### src/rtl/tabulated_inverse_cdf_sampler_core_defines.svh
// Assertion macros for the tabulated inverse-CDF sampler.
// Used by modules that carry concurrent checks; expects clk and rst_n in scope.
`ifndef TABULATED_INVERSE_CDF_SAMPLER_CORE_DEFINES_SVH
`define TABULATED_INVERSE_CDF_SAMPLER_CORE_DEFINES_SVH

// same-cycle implication
`define TICS_ASSERT_IMP(lbl, ante, cons, msg) \
  lbl: assert property (@(posedge clk) disable iff (!rst_n) (ante) |-> (cons)) \
    else $error(msg);

// next-cycle implication
`define TICS_ASSERT_NXT(lbl, ante, cons, msg) \
  lbl: assert property (@(posedge clk) disable iff (!rst_n) (ante) |=> (cons)) \
    else $error(msg);

`endif

### src/rtl/tics_pkg.sv
// Shared types and constants for the tabulated inverse-CDF sampler.
// No dependencies; used by all RTL modules of the block but tics_ram.
package tics_pkg;

  localparam int unsigned CDF_W    = 25;
  localparam int unsigned VAL_W    = 24;
  localparam int unsigned SEL_W    = 2;
  localparam int unsigned IDX_W    = 8;
  localparam int unsigned CNT_W    = 9;
  localparam int unsigned NUM_REGS = 4;
  localparam int unsigned CFG_AW   = 4;
  localparam int unsigned CFG_DW   = 32;
  localparam logic [CNT_W-1:0] ENTRIES_RST = 9'd256;

  typedef enum logic {
    CMD_LOAD   = 1'b0,
    CMD_SAMPLE = 1'b1
  } tics_cmd_t;

  typedef enum logic [3:0] {
    ST_IDLE,
    ST_RD_FIRST,
    ST_RD_LAST,
    ST_EDGE,
    ST_EDGE_CHK,
    ST_SRCH_RD,
    ST_SRCH_UPD,
    ST_INTERP,
    ST_DIV,
    ST_MUL,
    ST_FINISH
  } tics_state_t;

  typedef enum logic [1:0] {
    RD_LO,
    RD_HI,
    RD_MID
  } tics_rd_sel_t;

  typedef enum logic [1:0] {
    RES_LO,
    RES_HI,
    RES_INTERP
  } tics_res_sel_t;

  typedef struct packed {
    logic          ld_write;
    logic          smp_start;
    tics_rd_sel_t  rd_sel;
    logic          cap_lo;
    logic          cap_hi;
    logic          srch_rd;
    logic          srch_upd;
    logic          div_init;
    logic          div_step;
    logic          mul;
    logic          res_load;
    tics_res_sel_t res_sel;
  } tics_ctl_t;

  typedef struct packed {
    logic tbl_ok;
    logic is_sample;
    logic below;
    logic above;
    logic span_gt1;
    logic flat;
    logic div_done;
  } tics_sts_t;

endpackage

### src/rtl/tics_ctrl.sv
// Sequencer for the sampler: load writes, edge reads, binary search, divide, multiply.
// Depends on tics_pkg; drives tics_dp through tics_ctl_t.
module tics_ctrl (
  input  logic                clk,
  input  logic                rst_n,
  input  logic                start,
  input  tics_pkg::tics_sts_t sts_i,
  output tics_pkg::tics_ctl_t ctl_o,
  output logic                busy_o
);
  import tics_pkg::*;

  tics_state_t state_r, state_nxt;

  always_ff @(posedge clk) begin
    if (!rst_n) begin
      state_r <= ST_IDLE;
    end else begin
      state_r <= state_nxt;
    end
  end

  always_comb begin
    state_nxt = state_r;
    unique case (state_r)
      ST_IDLE: begin
        if (start && sts_i.tbl_ok && sts_i.is_sample) begin
          state_nxt = ST_RD_FIRST;
        end
      end
      ST_RD_FIRST: state_nxt = ST_RD_LAST;
      ST_RD_LAST:  state_nxt = ST_EDGE;
      ST_EDGE:     state_nxt = ST_EDGE_CHK;
      ST_EDGE_CHK: begin
        if (sts_i.below || sts_i.above) begin
          state_nxt = ST_IDLE;
        end else begin
          state_nxt = ST_SRCH_RD;
        end
      end
      ST_SRCH_RD: begin
        if (sts_i.span_gt1) begin
          state_nxt = ST_SRCH_UPD;
        end else begin
          state_nxt = ST_INTERP;
        end
      end
      ST_SRCH_UPD: state_nxt = ST_SRCH_RD;
      ST_INTERP: begin
        if (sts_i.flat) begin
          state_nxt = ST_IDLE;
        end else begin
          state_nxt = ST_DIV;
        end
      end
      ST_DIV: begin
        if (sts_i.div_done) begin
          state_nxt = ST_MUL;
        end
      end
      ST_MUL:    state_nxt = ST_FINISH;
      ST_FINISH: state_nxt = ST_IDLE;
      default:   state_nxt = ST_IDLE;
    endcase
  end

  always_comb begin
    ctl_o         = '0;
    ctl_o.rd_sel  = RD_LO;
    ctl_o.res_sel = RES_LO;
    unique case (state_r)
      ST_IDLE: begin
        if (start && sts_i.tbl_ok) begin
          ctl_o.smp_start = sts_i.is_sample;
          ctl_o.ld_write  = !sts_i.is_sample;
        end
      end
      ST_RD_FIRST: ctl_o.rd_sel = RD_LO;
      ST_RD_LAST: begin
        ctl_o.rd_sel = RD_HI;
        ctl_o.cap_lo = 1'b1;
      end
      ST_EDGE: ctl_o.cap_hi = 1'b1;
      ST_EDGE_CHK: begin
        priority if (sts_i.below) begin
          ctl_o.res_load = 1'b1;
          ctl_o.res_sel  = RES_LO;
        end else if (sts_i.above) begin
          ctl_o.res_load = 1'b1;
          ctl_o.res_sel  = RES_HI;
        end else begin
          ctl_o.res_load = 1'b0;
        end
      end
      ST_SRCH_RD: begin
        if (sts_i.span_gt1) begin
          ctl_o.rd_sel  = RD_MID;
          ctl_o.srch_rd = 1'b1;
        end
      end
      ST_SRCH_UPD: ctl_o.srch_upd = 1'b1;
      ST_INTERP: begin
        if (sts_i.flat) begin
          ctl_o.res_load = 1'b1;
          ctl_o.res_sel  = RES_LO;
        end else begin
          ctl_o.div_init = 1'b1;
        end
      end
      ST_DIV: ctl_o.div_step = 1'b1;
      ST_MUL: ctl_o.mul = 1'b1;
      ST_FINISH: begin
        ctl_o.res_load = 1'b1;
        ctl_o.res_sel  = RES_INTERP;
      end
      default: ctl_o.rd_sel = RD_LO;
    endcase
  end

  assign busy_o = (state_r != ST_IDLE);

endmodule

### config.mk
export PLATFORM = sky130hd
export DESIGN_NAME = tics_ctrl
export DESIGN_NICKNAME = d
export VERILOG_FILES = /design/src/rtl/tabulated_inverse_cdf_sampler_core_defines.svh /design/src/rtl/tics_pkg.sv /design/src/rtl/tics_ctrl.sv
export SDC_FILE = /design/constraint.sdc
export NUM_CORES = 1
export LEC_CHECK = 0
export ABC_AREA = 1
export BUFFER_PORTS_ARGS = -buffer_cell sky130_fd_sc_hd__clkbuf_2
export CAP_MARGIN = 15
export CORE_AREA = 2 2 45 47
export DETAILED_ROUTE_END_ITERATION = 10
export DIE_AREA = 0 0 47 49
export PLACE_DENSITY_LB_ADDON = 0.15
export SYNTH_ARGS = -nofsm -noshare
export SYNTH_HDL_FRONTEND = slang
export SYNTH_SLANG_ARGS = --single-unit
### constraint.sdc
create_clock -name clk -period 1.3 [get_ports clk]
set_input_delay 0.195 -clock clk [delete_from_list [all_inputs] [get_ports clk]]
set_output_delay 0.195 -clock clk [all_outputs]
set_load 0.05 [all_outputs]
==> results list, run 1 <==
* Dpl hpwl: 996 µm
- Worst hold start: rst_n
- The synthesized design contains 4 register bits.
- Clock tree from TritonCTS: yes
- IR Drop Worst-Case VDD: about 0.60 mV
- Kind of start point of the critical path: register
- Min Clock Period, post-route: approximately 1.5 ns
* Yosys Warn Count: 0
* Num CTS Buffers: 3
- Of the post-synthesis cell area, the dominant cell type holds 0.189.
* Initial cell density of the core: 0.230
- Of the total power, registers draw 0.192.
* Worst-case clock buffer depth: 2
* Total leakage power: between 0.4 and 0.5 nW
* Top-level I/O count: 25
- Die width: approximately 47 µm
- Critical Path, Cell by Cell: inv_4, nor2_4, nand2_2, o211ai_1, clkbuf_8
- Summing every instance area after synthesis gives 423 µm².
- Entering global routing, the biggest net connects 7 pins.
- Clk pwr share: 0.150
- In this run the tool buffered the top-level ports with 24 buffer cells.
* Final setup violation count: 14
- The initial antenna violation count was 0.
- The largest registers in the layout are state_r: 4 flops.
- Wire segments on met2 add up to 668 µm in the final route.
- In this run the register-to-register setup slack is 0.05 ns.
- The first global-routing pass estimated just over 2000 µm of wire.
- Highest net fanout along the worst path: 3
* Fin. max-slew vios: 0
* Worst Hold Path Cells: 3
* Height of the chip: roughly 49 µm
* Number of distinct library cells after synthesis: 18
- Library cell occupying the most area in the post-synthesis netlist: sky130_fd_sc_hd__dfxtp_1
- The number of nets in the synthesized netlist is 82.
* Clock skew after layout: 0.00270 ns
* Cells after synthesis: 72
- Of the total power, combinational logic draws 0.658.
- Power spread over the standard cell area amounts to 1010 mW/mm².
* CP max stage delay: 0.37 ns
- Crit end category: output port
- The clock drives 4 sinks.
* Post-DP Area: 709 µm²
- The analysis attributes to net switching a power of 0.437 mW.
* Top layer in use: met3
- Setup repair after global routing could not meet its margin everywhere.
- Counting flops per register, the top entry is state_r.
- Crit path kind: register to output port
* Synth-to-Final Area Change: 126%
- Number of nets with antenna violations after detailed routing: 0
- Max_slew headroom: 0.862
- Max-cap check violation count: 0
- Worst setup margin: -0.151 ns
* Routed wl met3: between 50 and 60 µm
- Worst R2R End: state_r[2]
- Synthesized area divided by synthesized cell count: 5.87 µm²
- Routability-driven placement finished with a final weighted congestion of 0.719.
- The worst register-to-register path has a depth of 9.
* Terminating pin of the worst hold path: state_r[1]
- TritonRoute pass-1 iters: 4
- In the finished design, the share of the clock period the worst path needs comes to 1.12.
* Launching point of the worst reg2reg path: state_r[2]
* # DRC: 0
* Final net count: 126
- Once layout is done, the placed cells without fillers occupy 956 µm².
* Peak clock frequency supported by timing: 0.689 GHz
* Root Buffer Master: sky130_fd_sc_hd__clkbuf_4
- Fraction of the yosys area taken by sequential cells: 0.189
- Summed over all layers, the global routing overflow is 0.
- Worst slew pin tran: 0.206 ns
* Number of flip-flops in the largest register: 4
- At the later pin of the worst-skew pair, clock insertion delay measures 0.23 ns.
- The completed layout was analyzed and its total power is 0.961 mW.
- Average wire per cell in the routed design: 8.88 µm
- In the final layout, the share of cells above drive strength 1 is 0.702.
- The internal power of the cells totals 0.525 mW.
- Setup tns final: -1.16 ns
- For this block, wires on met1 add up to 527 µm.
- Vias: 569
- Number of hold violations in the final report: 0
- Final-layout worst hold slack: 0.199 ns
- Final wirelength: 1250 µm
- The path class of the tightest hold or removal check is input pin to register.
* Critical Path Slowest Stage Cell: sky130_fd_sc_hd__dfxtp_4
* Drt initial violations: 4
- Clock transition at the register clock pins on the worst setup and hold paths after CTS: 0.03 ns
- Outcome: complete, but fails checks
* Die ar.: 0.00230 mm²
* Overall Global Routing Usage: 0.121
- The floorplan step defined a core boundary enclosing 0.00184 mm².
* Cell Rows: 16
- Fraction of power spent switching nets: 0.454
- Once layout is complete, the utilization of the core stands at 0.519.
* Endpoint arrival time on the critical path: 1.26 ns
- Required time of the critical path: 1.11 ns
- The final reports fail on negative setup slack.
- Ranked by total cell area, the synthesized netlist is headed by sky130_fd_sc_hd__dfxtp_1, sky130_fd_sc_hd__inv_1, sky130_fd_sc_hd__nand2_1.
* Average vias per placed instance: just over 4
- In this run the number of H-tree levels came out at 1.
* Antenna Diode Count: 0
* Number of global-route vias before repair: roughly 530
- The layout has 194 filler cells.
[power groups by stage]
| stage | logic (mW) | clock network, mW | registers, mW |
|---|---|---|---|
| finish | 0.632 | 0.145 | 0.185 |
| CTS | 0.564 | 0.156 | 0.173 |
| global placement | 0.497 | 0 | 0.173 |
| global route | 0.679 | 0.162 | 0.190 |
| detailed placement | 0.498 | 0 | 0.174 |
| floorplan | 0.390 | 0 | 0.160 |
[Yosys cell counts]
master	number
sky130_fd_sc_hd__inv_1	15
sky130_fd_sc_hd__nand2_1	14
sky130_fd_sc_hd__nor2_1	9
sky130_fd_sc_hd__nand3_1	8
sky130_fd_sc_hd__dfxtp_1	4
sky130_fd_sc_hd__nor2_2	4
sky130_fd_sc_hd__inv_2	3
sky130_fd_sc_hd__nand2_2	2
sky130_fd_sc_hd__nor2_4	2
sky130_fd_sc_hd__nor3_2	2
sky130_fd_sc_hd__o21ai_1	2
sky130_fd_sc_hd__a21oi_1	1
sky130_fd_sc_hd__buf_4	1
sky130_fd_sc_hd__buf_6	1
sky130_fd_sc_hd__nand3_2	1
sky130_fd_sc_hd__nor3_1	1
sky130_fd_sc_hd__nor3b_2	1
sky130_fd_sc_hd__o211ai_1	1
[layout by cell type (no fill, tap or decap)]
cell / instances
sky130_fd_sc_hd__nor2_1: 4
sky130_fd_sc_hd__clkbuf_8: 7
sky130_fd_sc_hd__buf_12: 1
sky130_fd_sc_hd__inv_4: 2
sky130_fd_sc_hd__nor2_2: 2
sky130_fd_sc_hd__nand2_1: 10
sky130_fd_sc_hd__inv_1: 9
sky130_fd_sc_hd__inv_2: 7
sky130_fd_sc_hd__clkbuf_2: 9
sky130_fd_sc_hd__buf_8: 6
sky130_fd_sc_hd__nor3b_2: 1
sky130_fd_sc_hd__nor2_4: 9
sky130_fd_sc_hd__dfxtp_4: 4
sky130_fd_sc_hd__nor3_2: 2
sky130_fd_sc_hd__o21ai_1: 2
sky130_fd_sc_hd__nand2_2: 6
sky130_fd_sc_hd__buf_4: 14
sky130_fd_sc_hd__o211ai_1: 1
sky130_fd_sc_hd__nor3_4: 1
sky130_fd_sc_hd__nand3_2: 2
sky130_fd_sc_hd__clkbuf_4: 3
sky130_fd_sc_hd__nand3_1: 7
sky130_fd_sc_hd__a21oi_1: 1
sky130_fd_sc_hd__buf_6: 4
[metrics by stage]
step	setup WS (ns)	cells
2_1_floorplan	-0.327	72
6_report	-0.151	141
4_1_cts	-0.164	136
5_1_grt	-0.203	141
3_5_place_dp	-0.0583	131
3_3_place_gp	-0.0559	131
[area by class of cell]
cell class	instances	area [µm²]	share of cell area
Timing Repair Buffer	41	402	0.420
Inverter	18	72.6	0.0759
Tap cell	27	33.8	0.0353
Clock buffer	3	22.5	0.0236
Multi-Input combinational cell	48	330	0.346
Sequential cell	4	95.1	0.0995
[metal layers]
layer,track usage,vias up
li1,-,303
met1,0.152,250
met2,0.192,16
met3,0.0222,0
met4,0.0556,0
met5,0,-
[timing repair]
item                       4_1_cts  5_1_grt
hold buffers                     0        0
buffers inserted                 2        5
resized for setup               34       22
setup endpoints to repair       15       15
pin swaps                        3        6
[kinds of logic after synthesis]
family | after synthesis | synth area share
AND/OR/NAND/NOR | 44 | 0.553
flip-flops | 4 | 0.189
AO/OA/AOI/OAI | 4 | 0.0533
buffers and inverters | 20 | 0.204
[worst max-delay path by stage]
stage | from | to | cells past startpoint
after detailed placement | state_r[3] | ctl_o[13] | 4
after global placement | state_r[3] | ctl_o[13] | 4
after floorplan | state_r[1] | ctl_o[2] | 4
after CTS | state_r[2] | ctl_o[2] | 5
after global routing | state_r[1] | ctl_o[11] | 5
final | state_r[2] | ctl_o[2] | 5
[critical path: cells and delay by family (launching register included)]
| family | cells | cell delay [ns] |
|---|---|---|
| AO/OA/AOI/OAI | 1 | 0.20 |
| buffers and inverters | 2 | 0.27 |
| flip-flops | 1 | 0.37 |
| AND/OR/NAND/NOR | 2 | 0.20 |
(Power assumes the default switching activity.)
==> inputs of run 2 (changes only) <==
--- a/config.mk
+++ b/config.mk
@@ -12,6 +12,7 @@
 export DETAILED_ROUTE_END_ITERATION = 10
 export DIE_AREA = 0 0 47 49
 export PLACE_DENSITY_LB_ADDON = 0.15
+export REMOVE_ABC_BUFFERS = 1
 export SYNTH_ARGS = -nofsm -noshare
 export SYNTH_HDL_FRONTEND = slang
 export SYNTH_SLANG_ARGS = --single-unit
==> run 2 against run 1 <==
  * The flow still finishes with violations (negative setup slack)
  * Clock skew shrank 0.0026 ns
  * Critical path type unchanged
  * Via count is 5.8% higher
  * Clock power rose by 9%
  * Highest routed layer is now met4
  * Combinational power grew 2%
  * Die area stayed put
  * Wire length is 18% higher
  * Sequential share of layout area fell by 0.80 points
  * Largest power group unchanged
  * Largest cell class unchanged
  * First-iteration DRC count grew 50%
  * Count of clock-buffer cells in the layout did not move
  * Global-route usage grew 0.71 points
  * Utilization is 4.6 points higher
  * Final cell count up 2.1%
==> results list, run 2 (synthesis results as in run 1) <==
- Outcome: complete, but fails checks
- Violated checks: negative setup slack
* Antenna Diode Count: 0
- Highest net fanout along the worst path: 3
- In the post-route analysis, the smallest setup slack over all paths is -0.152 ns.
* Launching point of the worst reg2reg path: state_r[2]
- Fin. max-slew vios: 0
- Number of global-route vias before repair: approximately 550
- Vias: 602
- Kind of start point of the critical path: register
- Global routing finished with a remaining overflow of 0.
- At the pin with the least slew margin, the transition time is 0.185 ns.
- Hold repair after CTS inserted 0 buffers.
- STA classifies the critical path endpoint as an output port.
- After detailed routing, the number of remaining DRC violations is 0.
* Num CTS Buffers: 3
- Data on the critical path is required at its endpoint by 1.11 ns.
- Measured against its own limit, the worst slew margin works out to 0.876.
- Top-level I/O count: 25
- Max-cap check violation count: 0
* Clock skew after layout: 0.000125 ns
- Number of flip-flops in the largest register: 4
- Global-route met3 utilization: 0.0296
* Pin count of the biggest net entering global routing: 6
- In this design, the stage delay of the slowest critical-path cell is 0.36 ns.
- The floorplan step defined a core boundary enclosing 0.00184 mm².
* Number of antenna violations at the first check in global routing: 0
- Clock transition at the register clock pins on the worst setup and hold paths after CTS: 0.04 ns
- Clock tree from TritonCTS: yes
- Worst slack, placed: -0.0603 ns
* Synth-to-Final Area Change: 146%
* Critical path origin: state_r[2]
* Final net count: around 130
- The register with the most flip-flops in the final layout is state_r.
- Count of H-tree levels built during CTS: 1
* TritonRoute pass-1 iters: 2
- Count of input and output buffers: 24
* Number of nets with antenna violations after detailed routing: 0
- Height of the chip: just under 50 µm
- Global-route wire length before repair: 2200 µm
- Cell Rows: 16
* Critical Path, Cell by Cell: buf_6, nor2_4, inv_2, nor3_2, buf_4, buf_12
- Most Crowded Layer GR: met2
* Clock latency on the worst-skew pair: 0.23 ns
- Path class of the lowest-slack min-delay path: input pin to register
- Summed over all layers, the routed wires come to 1480 µm.
- The worst path in the final design needs a cycle of 1.45 ns, including I/O delays and setup.
- The floorplan step defined a die boundary enclosing around 0.0023 mm².
- Largest registers: state_r: 4 flops
* Overall Global Routing Usage: 0.128
- Drt initial violations: 6
* Root Buffer Master: sky130_fd_sc_hd__clkbuf_4
- Across all hold checks on the routed design, the worst slack comes to between 0.15 and 0.2 ns.
* Endpoint arrival time on the critical path: 1.26 ns
* Crit share post-route: 1.12
- Dpl hpwl: roughly 960 µm
- Setup repair after global routing missed its margin: yes
- Average wire per cell in the routed design: between 10 and 15 µm
- The congestion estimate from routability-driven global placement came to between 0.6 and 0.7.
- In the global route stage, met2 resource usage came out at 0.189.
- IR Drop Worst-Case VDD: 0.554 mV
* Share of cells above drive strength 1: 0.752
- Counting the fill cells in the layout gives 178.
* Clock sinks: 4
* Initial cell density of the core: 0.230
* Number of hold violations in the final report: 0
- No sink is reached through more buffers than the 2 on the longest clock path.
- The die is 47 µm wide.
* Total leakage power: approximately 0.52 nW
* Global Route met1 Usage: 0.161
- Final core area utilization: 0.565
- Setup violations remaining at the end of the flow were counted as 14.
* Top library cells by usage in the layout, fill and taps aside: sky130_fd_sc_hd__buf_4, sky130_fd_sc_hd__nor2_4, sky130_fd_sc_hd__nand2_1, sky130_fd_sc_hd__clkbuf_2, sky130_fd_sc_hd__buf_8
- The slowest stage of the critical path belongs to the cell sky130_fd_sc_hd__dfxtp_4.
- Average vias per placed instance: ~4.2
- In this run the most critical hold path is launched from rst_n.
- Crit path kind: register to output port
* Peak clock frequency supported by timing: roughly 0.69 GHz
- Most common library cell in the layout ignoring fill and taps: sky130_fd_sc_hd__buf_4
* Total power of the final layout: 0.984 mW
* PD cells: 946 mW/mm²
## run 2: final cells by class
| cell class | instances | area [µm²] | share of cell area |
|---|---|---|---|
| well taps | 27 | 33.8 | 0.0325 |
| clock buffers | 3 | 22.5 | 0.0217 |
| flip-flops and latches | 4 | 95.1 | 0.0915 |
| multi-input cells | 48 | 350 | 0.337 |
| repair buffers | 44 | 460 | 0.443 |
| inverters | 18 | 77.6 | 0.0746 |
## run 2: path summary, 6_finish.rpt
kind                end  slack [ns]  depth (start not counted)
max            ctl_o[4]       -0.15                          6
min          state_r[1]        0.17                          3
max reg2reg  state_r[0]       -0.08                         12
min reg2reg  state_r[3]        0.57                          2
## run 2: critical path, delay by kind of cell (launching register included)
family / cells / cell delay, ns
flops: 1 / 0.36
buf+inv: 4 / 0.44
simple gates: 2 / 0.22
## run 2: stage by stage
| step | instance area (µm²) | cells | setup TNS, ns |
|---|---|---|---|
| final | 1040 | 144 | -1.25 |
| after detailed placement | 676 | 131 | -0.118 |
| after floorplan | 404 | 70 | -4.54 |
| after global routing | 1040 | 144 | -2.17 |
| after global placement | 676 | 131 | -0.109 |
| after CTS | 883 | 140 | -1.80 |
## run 2: what timing repair did
item,CTS,global route
buffers inserted,6,8
pin swaps,4,11
resized for setup,42,45
endpoints found under the setup margin,15,17
## run 2: where the power goes
part | total (mW) | internal [mW] | switching (mW)
registers | 0.183 | 0.145 | 0.0382
clock network | 0.158 | 0.104 | 0.0541
logic | 0.643 | 0.270 | 0.373
## run 2: layer usage
layer  up-vias  routed length, µm
met4         0                 14
met2        13                830
met3         2                 49
li1        309                  -
met5         -                  0
met1       278                587
